==> src/rtl/core/mcd_pkg.sv <==
`timescale 1ns / 1ps
// Package for the matching pair cycle decomposition block.
// Holds sizes, item and memory port types and the walker state codes; no dependencies.
package mcd_pkg;

  localparam int VERTICES = 18;
  localparam int ADDR_W   = $clog2(VERTICES);
  localparam int CNT_W    = $clog2(VERTICES + 1);
  localparam int VERT_W   = 5;
  localparam int CYC_W    = 4;
  localparam int POS_W    = 5;
  localparam int LEN_W    = 5;

  typedef logic [VERT_W-1:0] vert_t;
  typedef logic [ADDR_W-1:0] addr_t;

  typedef struct packed {
    vert_t vertex;
    vert_t partner_first;
    vert_t partner_second;
    logic  last;
  } in_item_t;

  typedef struct packed {
    vert_t             cycle_vertex;
    logic [CYC_W-1:0]  cycle_number;
    logic [POS_W-1:0]  position;
    logic              cycle_end;
    logic [LEN_W-1:0]  cycle_length;
    logic [CYC_W-1:0]  cycle_count;
    logic              final_res;
    logic              error;
  } out_item_t;

  typedef struct packed {
    vert_t first;
    vert_t second;
  } entry_t;

  typedef struct packed {
    logic   wr_en;
    addr_t  wr_addr;
    entry_t wr_data;
    logic   rd_en;
    addr_t  rd_addr;
  } mem_req_t;

  typedef enum logic [1:0] {
    ST_IDLE,
    ST_SCAN,
    ST_WALK
  } walk_state_t;

endpackage

==> src/rtl/core/mcd_match_mem.sv <==
`timescale 1ns / 1ps
// Partner table: one entry per vertex holding both matchings' partners.
// One write and one registered read port; uses mcd_pkg.
module mcd_match_mem (
  input  logic              clk,
  input  mcd_pkg::mem_req_t req,
  output mcd_pkg::entry_t   rd_data
);

  mcd_pkg::entry_t mem [mcd_pkg::VERTICES];

  always_ff @(posedge clk) begin
    if (req.wr_en) begin
      mem[req.wr_addr] <= req.wr_data;
    end
    if (req.rd_en) begin
      rd_data <= mem[req.rd_addr];
    end
  end

endmodule

==> src/rtl/core/mcd_walker.sv <==
`timescale 1ns / 1ps
// Load control, start vertex scan and alternating walk with the result register.
// Drives the partner table through mcd_pkg::mem_req_t; uses mcd_pkg.
module mcd_walker (
  input  logic               clk,
  input  logic               rst_n,
  input  logic               in_valid,
  output logic               in_ready,
  input  mcd_pkg::in_item_t  in_data,
  output logic               out_valid,
  input  logic               out_ready,
  output mcd_pkg::out_item_t out_data,
  output mcd_pkg::mem_req_t  mem_req,
  input  mcd_pkg::entry_t    rd_data
);

  mcd_pkg::walk_state_t             state_r, state_nxt;
  logic [mcd_pkg::VERTICES-1:0]     visited_r, visited_nxt;
  mcd_pkg::addr_t                   scan_r, scan_nxt;
  mcd_pkg::addr_t                   start_r, start_nxt;
  mcd_pkg::vert_t                   cur_r, cur_nxt;
  logic                             phase_r, phase_nxt;
  logic [mcd_pkg::POS_W-1:0]        pos_r, pos_nxt;
  logic [mcd_pkg::CYC_W-1:0]        cyc_r, cyc_nxt;
  logic [mcd_pkg::CNT_W-1:0]        cnt_r, cnt_nxt;
  logic                             out_valid_r, out_valid_nxt;
  mcd_pkg::out_item_t               out_r, out_nxt;

  logic                             step_en;
  mcd_pkg::vert_t                   next_v;
  logic                             next_bad;
  logic [mcd_pkg::CNT_W-1:0]        cnt_inc;
  logic                             cap_hit;
  logic [mcd_pkg::VERTICES-1:0]     marks;
  logic                             all_vis;
  logic [mcd_pkg::POS_W-1:0]        pos_inc;
  logic [mcd_pkg::CYC_W-1:0]        cyc_inc;

  assign in_ready  = (state_r == mcd_pkg::ST_IDLE);
  assign out_valid = out_valid_r;
  assign out_data  = out_r;

  always_ff @(posedge clk) begin
    if (!rst_n) begin
      state_r     <= mcd_pkg::ST_IDLE;
      visited_r   <= '0;
      out_valid_r <= 1'b0;
    end else begin
      state_r     <= state_nxt;
      visited_r   <= visited_nxt;
      out_valid_r <= out_valid_nxt;
    end
    scan_r  <= scan_nxt;
    start_r <= start_nxt;
    cur_r   <= cur_nxt;
    phase_r <= phase_nxt;
    pos_r   <= pos_nxt;
    cyc_r   <= cyc_nxt;
    cnt_r   <= cnt_nxt;
    out_r   <= out_nxt;
  end

  always_comb begin
    step_en  = !out_valid_r || out_ready;
    next_v   = phase_r ? rd_data.second : rd_data.first;
    next_bad = (int'(next_v) >= mcd_pkg::VERTICES);
    cnt_inc  = cnt_r + 1'b1;
    cap_hit  = (cnt_inc >= mcd_pkg::CNT_W'(mcd_pkg::VERTICES));
    marks    = visited_r | (mcd_pkg::VERTICES'(1) << cur_r);
    all_vis  = &marks;
    pos_inc  = pos_r + 1'b1;
    cyc_inc  = cyc_r + 1'b1;

    state_nxt     = state_r;
    visited_nxt   = visited_r;
    scan_nxt      = scan_r;
    start_nxt     = start_r;
    cur_nxt       = cur_r;
    phase_nxt     = phase_r;
    pos_nxt       = pos_r;
    cyc_nxt       = cyc_r;
    cnt_nxt       = cnt_r;
    out_nxt       = out_r;
    out_valid_nxt = out_valid_r && !out_ready;
    mem_req       = '0;

    unique case (state_r)
      mcd_pkg::ST_IDLE: begin
        if (in_valid) begin
          if (int'(in_data.vertex) < mcd_pkg::VERTICES) begin
            mem_req.wr_en          = 1'b1;
            mem_req.wr_addr        = in_data.vertex[mcd_pkg::ADDR_W-1:0];
            mem_req.wr_data.first  = in_data.partner_first;
            mem_req.wr_data.second = in_data.partner_second;
          end
          if (in_data.last) begin
            visited_nxt = '0;
            cyc_nxt     = '0;
            cnt_nxt     = '0;
            scan_nxt    = '0;
            state_nxt   = mcd_pkg::ST_SCAN;
          end
        end
      end
      mcd_pkg::ST_SCAN: begin
        if (!visited_r[scan_r]) begin
          mem_req.rd_en   = 1'b1;
          mem_req.rd_addr = scan_r;
          start_nxt       = scan_r;
          cur_nxt         = mcd_pkg::VERT_W'(scan_r);
          phase_nxt       = 1'b0;
          pos_nxt         = '0;
          state_nxt       = mcd_pkg::ST_WALK;
        end else begin
          scan_nxt = scan_r + 1'b1;
        end
      end
      mcd_pkg::ST_WALK: begin
        if (step_en) begin
          out_valid_nxt        = 1'b1;
          out_nxt              = '0;
          out_nxt.cycle_vertex = cur_r;
          out_nxt.cycle_number = cyc_r;
          out_nxt.position     = pos_r;
          visited_nxt          = marks;
          cnt_nxt              = cnt_inc;
          pos_nxt              = pos_inc;
          if (next_bad || (!phase_r && cap_hit)) begin
            out_nxt.final_res   = 1'b1;
            out_nxt.error       = 1'b1;
            out_nxt.cycle_count = cyc_r;
            state_nxt           = mcd_pkg::ST_IDLE;
          end else if (phase_r && (next_v == mcd_pkg::VERT_W'(start_r))) begin
            out_nxt.cycle_end    = 1'b1;
            out_nxt.cycle_length = mcd_pkg::LEN_W'(pos_inc);
            cyc_nxt              = cyc_inc;
            if (cap_hit || all_vis) begin
              out_nxt.final_res   = 1'b1;
              out_nxt.error       = !all_vis;
              out_nxt.cycle_count = cyc_inc;
              state_nxt           = mcd_pkg::ST_IDLE;
            end else begin
              scan_nxt  = start_r + 1'b1;
              state_nxt = mcd_pkg::ST_SCAN;
            end
          end else if (phase_r && cap_hit) begin
            out_nxt.final_res   = 1'b1;
            out_nxt.error       = 1'b1;
            out_nxt.cycle_count = cyc_r;
            state_nxt           = mcd_pkg::ST_IDLE;
          end else begin
            mem_req.rd_en   = 1'b1;
            mem_req.rd_addr = next_v[mcd_pkg::ADDR_W-1:0];
            cur_nxt         = next_v;
            phase_nxt       = !phase_r;
          end
        end
      end
      default: begin
        state_nxt = mcd_pkg::ST_IDLE;
      end
    endcase
  end

endmodule

==> src/rtl/core/matching_pair_cycle_decomposition_top.sv <==
`timescale 1ns / 1ps
// Idle, it takes one item per cycle; the item marked last starts the walk over the table.
// After the last item the walker passes the scan state; the walk state registers the first
// result, then one per cycle while the output is not stalled and no new start is scanned.
// Each new cycle begins in the scan state, which steps over visited start candidates.
// Reset clears the walker control and visited marks; the partner table is not cleared.
// Top level: partner table memory and walker; uses mcd_pkg, mcd_match_mem, mcd_walker.
module matching_pair_cycle_decomposition_top (
  input  logic               clk,
  input  logic               rst_n,
  input  logic               in_valid,
  output logic               in_ready,
  input  mcd_pkg::in_item_t  in_data,
  output logic               out_valid,
  input  logic               out_ready,
  output mcd_pkg::out_item_t out_data
);

  mcd_pkg::mem_req_t mem_req;
  mcd_pkg::entry_t   rd_data;

  mcd_match_mem u_mem (
    .clk     (clk),
    .req     (mem_req),
    .rd_data (rd_data)
  );

  mcd_walker u_walker (
    .clk       (clk),
    .rst_n     (rst_n),
    .in_valid  (in_valid),
    .in_ready  (in_ready),
    .in_data   (in_data),
    .out_valid (out_valid),
    .out_ready (out_ready),
    .out_data  (out_data),
    .mem_req   (mem_req),
    .rd_data   (rd_data)
  );

endmodule

==> config.mk <==
export PLATFORM = sky130hd
export DESIGN_NAME = matching_pair_cycle_decomposition_top
export DESIGN_NICKNAME = d
export VERILOG_FILES = /design/src/rtl/core/mcd_pkg.sv /design/src/rtl/core/mcd_match_mem.sv /design/src/rtl/core/mcd_walker.sv /design/src/rtl/core/matching_pair_cycle_decomposition_top.sv
export SDC_FILE = /design/constraint.sdc
export NUM_CORES = 1
export LEC_CHECK = 0
export BUFFER_PORTS_ARGS = -buffer_cell sky130_fd_sc_hd__buf_2
export CORE_AREA = 5 5 149 151
export DETAILED_ROUTE_END_ITERATION = 6
export DIE_AREA = 0 0 154 156
export PLACE_DENSITY_LB_ADDON = 0.08
export SKIP_CTS_REPAIR_TIMING = 1
export SYNTH_ARGS = -nofsm -noshare
export SYNTH_HDL_FRONTEND = slang
export SYNTH_SLANG_ARGS = --single-unit
export TNS_END_PERCENT = 10
==> constraint.sdc <==
create_clock -name clk -period 10.23 [get_ports clk]
set_input_delay 1.5345 -clock clk [delete_from_list [all_inputs] [get_ports clk]]
set_output_delay 1.5345 -clock clk [all_outputs]
set_load 0.1 [all_outputs]
==> results of run 1 <==
[sequential cells by signal, summed over array words and instances, names as in the netlist]
signal              count
u_walker.visited_r     18
u_walker.out_valid      1
u_walker.phase_r        1
u_walker.cyc_r          4
u_walker.start_r        5
u_mem.mem             180
u_walker.scan_r         5
u_mem.rd_data          10
u_walker.out_data      26
u_walker.cur_r          5
u_walker.state_r        2
u_walker.pos_r          5
u_walker.cnt_r          5
[layout make-up]
cell class	count	area [µm²]	share of cell area [%]
Sequential cell	267	7810	59.4
Multi-Input combinational cell	534	3580	27.3
Timing Repair Buffer	53	280	2.13
Clock buffer	34	744	5.67
Clock inverter	18	183	1.39
Tap cell	275	344	2.62
Inverter	52	195	1.49
[worst register-to-register path, delay by kind of cell, from the launching register on]
family          cells  cell delay (ns)
flops               1             0.46
buf+inv             2             0.88
fa+ha+maj           1             0.38
simple gates        4             1.50
mux                 1             0.32
compound gates      4             0.67
[through the flow]
stage,instance area [µm²],hold slack [ns]
finish,13100,0.484
global route,13100,0.495
CTS,13100,0.479
detailed placement,12200,0.457
global placement,12200,0.458
floorplan,11800,0.424
[cells in the mapped netlist (3+ instances only)]
cell	instances	area share, %
a31oi_1	15	0.80
mux2_2	5	0.48
xor2_1	8	0.59
a21oi_1	18	0.76
o32a_1	3	0.25
a211oi_1	9	0.57
nand3b_1	4	0.25
a32oi_1	15	1.1
xnor2_1	7	0.52
a21o_1	7	0.45
and2_1	22	1.2
nand3_1	13	0.55
clkbuf_1	23	0.73
edfxtp_1	246	63
dfxtp_1	21	3.6
buf_2	6	0.25
a22oi_1	14	0.89
nand2b_1	18	0.95
nor2b_1	14	0.74
ha_1	10	1.1
inv_1	51	1.6
a21boi_0	4	0.25
or3_1	6	0.32
o21ai_0	21	0.89
and3_1	4	0.21
mux2i_1	67	5.7
a311oi_1	20	1.5
buf_4	4	0.25
nor3_1	30	1.3
o211ai_1	12	0.76
nor2_1	103	3.3
nand4_1	4	0.21
nand2_1	36	1.1
[metal layers]
metal / GRT usage [%] / part of all wire [%] / up-vias
met5: 0 / 0 / -
met4: 5.63 / 2.1 / 0
met3: 3.19 / 5.9 / 44
met2: 41.6 / 52 / 265
met1: 29.6 / 40 / 3658
li1: - / - / 3467
[cells in the final DEF (no fill, tap or decap), drive strengths merged, types with 21 or more instances in the layout]
cell type and n:
clkbuf 34, inv 52, nand2 37, dfxtp 21, buf 53, and2 22, mux2i 67, o21ai 21
edfxtp 246, nor3 31, nor2 103
[logic make-up after synthesis]
kind of cell	Yosys count	synth area share (%)
xor+xnor	15	1.11
mux	74	6.54
compound gates	168	10.6
flops	267	66.2
simple gates	267	11.0
fa+ha+maj	10	1.06
buf+inv	91	3.48
[worst max path at each step]
stage,to,slack [ns],startpoint
final,u_mem.rd_data[3]$_DFFE_PP_,5.61,out_ready
after floorplan,u_mem.rd_data[4]$_DFFE_PP_,6.21,out_ready
after detailed placement,u_mem.rd_data[3]$_DFFE_PP_,5.17,out_ready
after global routing,u_mem.rd_data[3]$_DFFE_PP_,5.28,out_ready
after global placement,u_mem.rd_data[3]$_DFFE_PP_,5.38,out_ready
after CTS,u_mem.rd_data[3]$_DFFE_PP_,5.72,out_ready
[power groups by stage]
stage / sequential [mW] / combinational, mW / clock, mW
after floorplan: 1.59 / 0.612 / 0
after global placement: 1.48 / 0.941 / 0
after detailed placement: 1.49 / 0.960 / 0
after CTS: 1.47 / 0.965 / 1.04
after global routing: 1.48 / 1.05 / 1.08
final: 1.47 / 0.966 / 1.02
==> qor.yml, run 1 <==
detailed_routing:
  drt_iter0_drc: 689
  drt_wl_total_mm: 27.7
  first_pass_iters: 5
  avgViaCountPerCell: 6.03
  drcViolationCount: 0
  detail-route-antenna-nets: 0
  wire_per_inst_um: 22.4
  dr_total_vias: 7434
setup_path:
  crit_chain: "buf_2 > nor2b_1 > nand2b_1 > inv_1 > nand3_1 > o22ai_2 > o211ai_1 > a311oi_1 > nor3_1 > a32oi_1"
  crit_path_start_kind: "primary input"
  crit_slowest_cell: "inv_1"
  worstPathRequired_ns: 10.60
  rr_startpoint: "u_walker.cnt_r[0]$_SDFFCE_PN0P_"
  cpPeakStageDelay_ns: 0.83
  rr_worst_depth: 12
  cp_num_cells: 10
  cp-end-kind: "flop"
  r2r_end: "u_mem.rd_data[8]$_DFFE_PP_"
  r2r_setup_slack_ns: 5.77
  critPathTopFamily: "compound AO/OA/AOI/OAI gates"
  crit_fanout: 29
  worstSetupPathType: "in -> reg"
  critPathBufInv: 2
  arrival_ns: 4.99
power:
  peakVddDrop_mv: 0.167
  p_sw_mw: 1.22
  p_comb_share_pct: 28.0
  power_density_mw_per_mm2: 263
  switching_share_pct: 35.4
  internal_power_mw: 2.23
  leakage_nw: 4.48
  clkPwrFrac_pct: 29.6
  sequentialPowerShare_pct: 42.5
  p_total_mw: 3.45
yosys:
  yosysSeqAreaShare_pct: 66.2
  syn_area_per_cell_um2: 13.2
  ys.warnings.count: 0
  syn_area_mm2: 0.0118
  synth_nets: 922
  synthFlopType: "edfxtp_1"
  async_flop_share_pct: 0
  synth_cell_types: 72
  synth-edff-count: 246
  postSynthCellCount: 892
  synth_seq_cells: 267
clock_tree:
  cts_max_level: 1
  clock-root-buffer: "clkbuf_16"
  numCtsBuffers: 28
  clk_pin_slew_ns: 0.07
  clockBufferDepth: 3
  clk_latency_ns: 0.54
  cts_tree: "yes"
  cts.sinks: 267
placement:
  dp_cells: 1181
  dp_slack_ns: 5.17
  dp_hpwl_mm: 18.7
  place.gp.congestion: 0.932
  io_buffers: 47
sta:
  setup_violations: 0
  worstMarginPinSlew_ns: 1.13
  max-slew-margin-rel_pct: 24.4
  worst_slack_ns: 5.61
  hold_viol_final: 0
  tns_ns: 0
  finalMaxSlewViolations: 0
  fin_crit_sh_pct: 45.2
  max_freq_ghz: 0.216
  rsz0062_at_grt: "false"
  skew_ns: 0.0181
  period_needed_ns: 4.62
grt:
  grt_pass1_wl_mm: 43.1
  grt_pass1_vias: 7471
  track_usage_pct: 23.0
  overflow: 0
  grt_max_degree: 71
  antenna_found_initial: 0
finish:
  fin_util_pct: 63.5
  final_cells: 1233
  antenna_cells: 0
  nNetsFinal: 966
  fillCellCount: 1613
  area_delta_synth_final_pct: 11.3
  final_layout_size_suffix_gt1_share_pct: 11.8
floorplan:
  core_area_mm2: 0.0207
  io-pin-count: 48
  die_h_um: 156
  die-area_mm2: 0.0240
  die_w_um: 154
  row_count: 53
  start_util_pct: 57.0
hold_path:
  holdPathStages: 0
  hp-start: "u_walker.pos_r[4]$_SDFFCE_PN0P_"
  hold_path_class: "reg -> reg"
  min_to: "u_walker.out_data[16]$_DFFE_PP_"
status:
  outcome: "complete, no violations"
run:
  cap_violations: 0
Power figures use the tool's default switching activity.
==> inputs of run 2 (changes only) <==
--- a/config.mk
+++ b/config.mk
@@ -5,10 +5,11 @@
 export SDC_FILE = /design/constraint.sdc
 export NUM_CORES = 1
 export LEC_CHECK = 0
+export ABC_AREA = 1
 export BUFFER_PORTS_ARGS = -buffer_cell sky130_fd_sc_hd__buf_2
-export CORE_AREA = 5 5 149 151
+export CORE_AREA = 5 5 155 157
 export DETAILED_ROUTE_END_ITERATION = 6
-export DIE_AREA = 0 0 154 156
+export DIE_AREA = 0 0 160 162
 export PLACE_DENSITY_LB_ADDON = 0.08
 export SKIP_CTS_REPAIR_TIMING = 1
 export SYNTH_ARGS = -nofsm -noshare
==> constraint.sdc (replaced) <==
create_clock -name clk -period 3.9 [get_ports clk]
set_input_delay 0.585 -clock clk [delete_from_list [all_inputs] [get_ports clk]]
set_output_delay 0.585 -clock clk [all_outputs]
set_load 0.1 [all_outputs]
==> qor.yml, run 2 <==
power:
  power_density_mw_per_mm2: 688  # was 263 mW/mm²
  leakage_nw: 5.63  # was 4.48 nW
  p_total_mw: 9.49  # was 3.45 mW
  peakVddDrop_mv: 0.423  # was 0.167 mV
detailed_routing:
  dr_total_vias: 8639  # was 7434
  drt_wl_total_mm: 29.7  # was 27.7 mm
  drt_iter0_drc: 743  # was 689
  detail-route-antenna-nets: 0  # unchanged
  drcViolationCount: 0  # unchanged
  first_pass_iters: 5  # unchanged
  wire_per_inst_um: 18.8  # was 22.4 µm
  avgViaCountPerCell: 5.47  # was 6.03
finish:
  largest-register: "u_mem.mem"  # unchanged
  nNetsFinal: 1305  # was 966
  design_area_mm2: 0.0138  # was 0.0131 mm²
  final_layout_size_suffix_gt1_share_pct: 10.4  # was 11.8%
  layout_common_cells: "edfxtp_1 (246), nand3_1 (222), inv_1 (207), nand2_1 (190), nor2_1 (76)"  # was edfxtp_1 (246), nor2_1 (103), mux2i_1 (67), inv_1 (51), buf_2 (47)
  fillCellCount: 1819  # was 1613
  area_delta_synth_final_pct: 11.8  # was 11.3%
  final_cells: 1580  # was 1233
  antenna_cells: 0  # unchanged
  layout_commonest_cell: "edfxtp_1"  # unchanged
  largest_reg_flops: 180  # unchanged
sta:
  fin_crit_sh_pct: 85.0
  finalMaxSlewViolations: 0  # unchanged
  holdWs_ns: 0.384  # was 0.484 ns
  period_needed_ns: 3.31
  rsz0062_at_grt: "false"  # unchanged
  tns_ns: 0  # unchanged
  max-slew-margin-rel_pct: 23.5  # was 24.4%
  worstMarginPinSlew_ns: 1.14  # was 1.13 ns
  max_freq_ghz: 0.302
  setup_violations: 0  # unchanged
  hold_viol_final: 0  # unchanged
  skew_ns: 0.0188  # was 0.0181 ns
grt:
  grt_pass1_vias: 8393  # was 7471
  grt_pass1_wl_mm: 46.6  # was 43.1 mm
  overflow: 0  # unchanged
  antenna_found_initial: 0  # unchanged
  track_usage_pct: 22.8  # was 23.0%
  grt_max_degree: 83  # was 71
yosys:
  syn_area_per_cell_um2: 10.1  # was 13.2 µm²
  yosysMostFrequentCell: "edfxtp_1"  # unchanged
  yosysSeqAreaShare_pct: 63.3  # was 66.2%
  ys.warnings.count: 0  # unchanged
  synth_top_area_share_pct: 59.9  # was 62.6%
  async_flop_share_pct: 0  # unchanged
  ys_top_cells_by_area: "edfxtp_1 (60%), nand3_1 (9.0%), inv_1 (6.3%), nand2_1 (5.8%), dfxtp_1 (3.4%)"  # was edfxtp_1 (63%), mux2i_1 (5.7%), dfxtp_1 (3.6%), nor2_1 (3.3%), inv_1 (1.6%)
  synthFlopType: "edfxtp_1"  # unchanged
  synth-edff-count: 246  # unchanged
  synth_top_area_cell: "edfxtp_1"  # unchanged
  synth_cell_types: 36  # was 72
  syn_area_mm2: 0.0123  # was 0.0118 mm²
  postSynthCellCount: 1219  # was 892
  synth_nets: 1249  # was 922
  synthTopCellsByCount: "edfxtp_1 (246), nand3_1 (222), inv_1 (207)"  # was edfxtp_1 (246), nor2_1 (103), mux2i_1 (67)
  synth_seq_cells: 267  # unchanged
setup_path:
  rr_startpoint: "u_walker.state_r[0]$_SDFFE_PN0P_"  # was u_walker.cnt_r[0]$_SDFFCE_PN0P_
  crit_slowest_cell: "ha_1"  # was inv_1
  critPathBufInv: 4  # was 2
  crit_path_start_kind: "flop"  # was primary input
  crit_fanout: 40  # was 29
  worstPathRequired_ns: 4.31  # was 10.60 ns
  r2r_end: "u_mem.rd_data[4]$_DFFE_PP_"  # was u_mem.rd_data[8]$_DFFE_PP_
  critPathTopFamily: "simple AND/OR/NAND/NOR gates"  # was compound AO/OA/AOI/OAI gates
  worstSetupPathType: "reg -> reg"  # was in -> reg
  arrival_ns: 3.72  # was 4.99 ns
  cpPeakStageDelay_ns: 0.50  # was 0.83 ns
  crit_chain: "inv_1 > ha_1 > inv_1 > nor2_2 > buf_4 > nand4_1 > a21oi_2 > buf_4 > nand3_1 > nand3_1 > nand3_1 > nand2_1 > nand2_1 > nand2_1"  # was buf_2 > nor2b_1 > nand2b_1 > inv_1 > nand3_1 > o22ai_2 > o211ai_1 > a311oi_1 > nor3_1 > a32oi_1
  cp-end-kind: "flop"  # unchanged
  rr_worst_depth: 14  # was 12
  r2r_setup_slack_ns: 0.59  # was 5.77 ns
hold_path:
  hp-start: "rst_n"  # was u_walker.pos_r[4]$_SDFFCE_PN0P_
  min_to: "u_walker.visited_r[2]$_SDFFE_PN0P_"  # was u_walker.out_data[16]$_DFFE_PP_
  holdPathStages: 3  # was 0
  hold_path_class: "in -> reg"  # was reg -> reg
placement:
  io_buffers: 47  # unchanged
  dp_cells: 1530  # was 1181
  place.gp.congestion: 0.893  # was 0.932
  dpl_cell_area_mm2: 0.0129  # was 0.0122 mm²
  dp_hpwl_mm: 18.8  # was 18.7 mm
floorplan:
  io-pin-count: 48  # unchanged
  core_area_mm2: 0.0224  # was 0.0207 mm²
  start_util_pct: 55.2  # was 57.0%
  row_count: 55  # was 53
  die-area_mm2: 0.0259  # was 0.0240 mm²
  die_w_um: 160  # was 154 µm
  die_h_um: 162  # was 156 µm
clock_tree:
  clock-root-buffer: "clkbuf_16"  # unchanged
  clk_pin_slew_ns: 0.06  # was 0.07 ns
  cts_max_level: 1  # unchanged
  cts.sinks: 267  # unchanged
  clockBufferDepth: 3  # unchanged
  cts_tree: "yes"  # unchanged
  numCtsBuffers: 28  # unchanged
  clk_latency_ns: 0.55  # was 0.54 ns
status:
  outcome: "complete, no violations"  # unchanged
run:
  cap_violations: 0  # unchanged
[run 2: routing by layer]
metal | vias to the layer above | wire length, µm | global-route usage, %
met2 | 327 | 14700 | 39.6
li1 | 4205 | - | -
met1 | 4047 | 12200 | 29.7
met5 | - | 0 | 0
met4 | 0 | 911 | 7.08
met3 | 60 | 1940 | 3.76
[run 2: worst max-delay path by stage]
stage                                          start                         end  slack [ns]  cells past startpoint
global route        u_walker.scan_r[0]$_SDFFCE_PP0P_  u_mem.rd_data[4]$_DFFE_PP_        0.32                     18
global placement    u_walker.state_r[0]$_SDFFE_PN0P_  u_mem.rd_data[4]$_DFFE_PP_        0.64                     14
finish              u_walker.state_r[0]$_SDFFE_PN0P_  u_mem.rd_data[4]$_DFFE_PP_        0.59                     14
floorplan              u_walker.out_valid$_SDFF_PN0_  u_mem.rd_data[6]$_DFFE_PP_        0.44                     16
CTS                 u_walker.state_r[0]$_SDFFE_PN0P_  u_mem.rd_data[4]$_DFFE_PP_        0.58                     14
detailed placement  u_walker.state_r[0]$_SDFFE_PN0P_  u_mem.rd_data[3]$_DFFE_PP_        0.60                     15
[run 2: cells by family after synthesis]
family	after synthesis	synth area share, %
xor gates and xnor gates	9	0.639
DFF	267	63.3
adders and majority gates	10	1.01
AOI/OAI and AO/OA	92	4.26
buffers and inverters	270	9.14
and+or+nand+nor	571	21.7
[run 2: layout make-up]
class | instances | area [µm²] | area share (%)
flip-flops and latches | 267 | 7810 | 56.6
multi-input cells | 682 | 3410 | 24.7
inverters | 214 | 806 | 5.84
clock buffers | 37 | 744 | 5.40
repair buffers | 82 | 523 | 3.79
well taps | 285 | 357 | 2.58
clock inverters | 13 | 149 | 1.08
[run 2: through the flow]
step,worst slack [ns],utilization (%)
after floorplan,0.441,-
after global placement,0.642,57.7
after detailed placement,0.600,57.7
after CTS,0.576,61.7
after global routing,0.323,61.7
final,0.586,61.7
[run 2: where the power goes]
part,switching (mW),internal (mW)
Sequential,0.218,3.63
Combinational,2.34,0.702
Clock,1.07,1.54
Total,3.62,5.87
[run 2: tightest hold or removal path, cell delays in order]
cell,delay (ns)
buf_2,0.17
nand2_1,0.09
a21oi_1,0.03
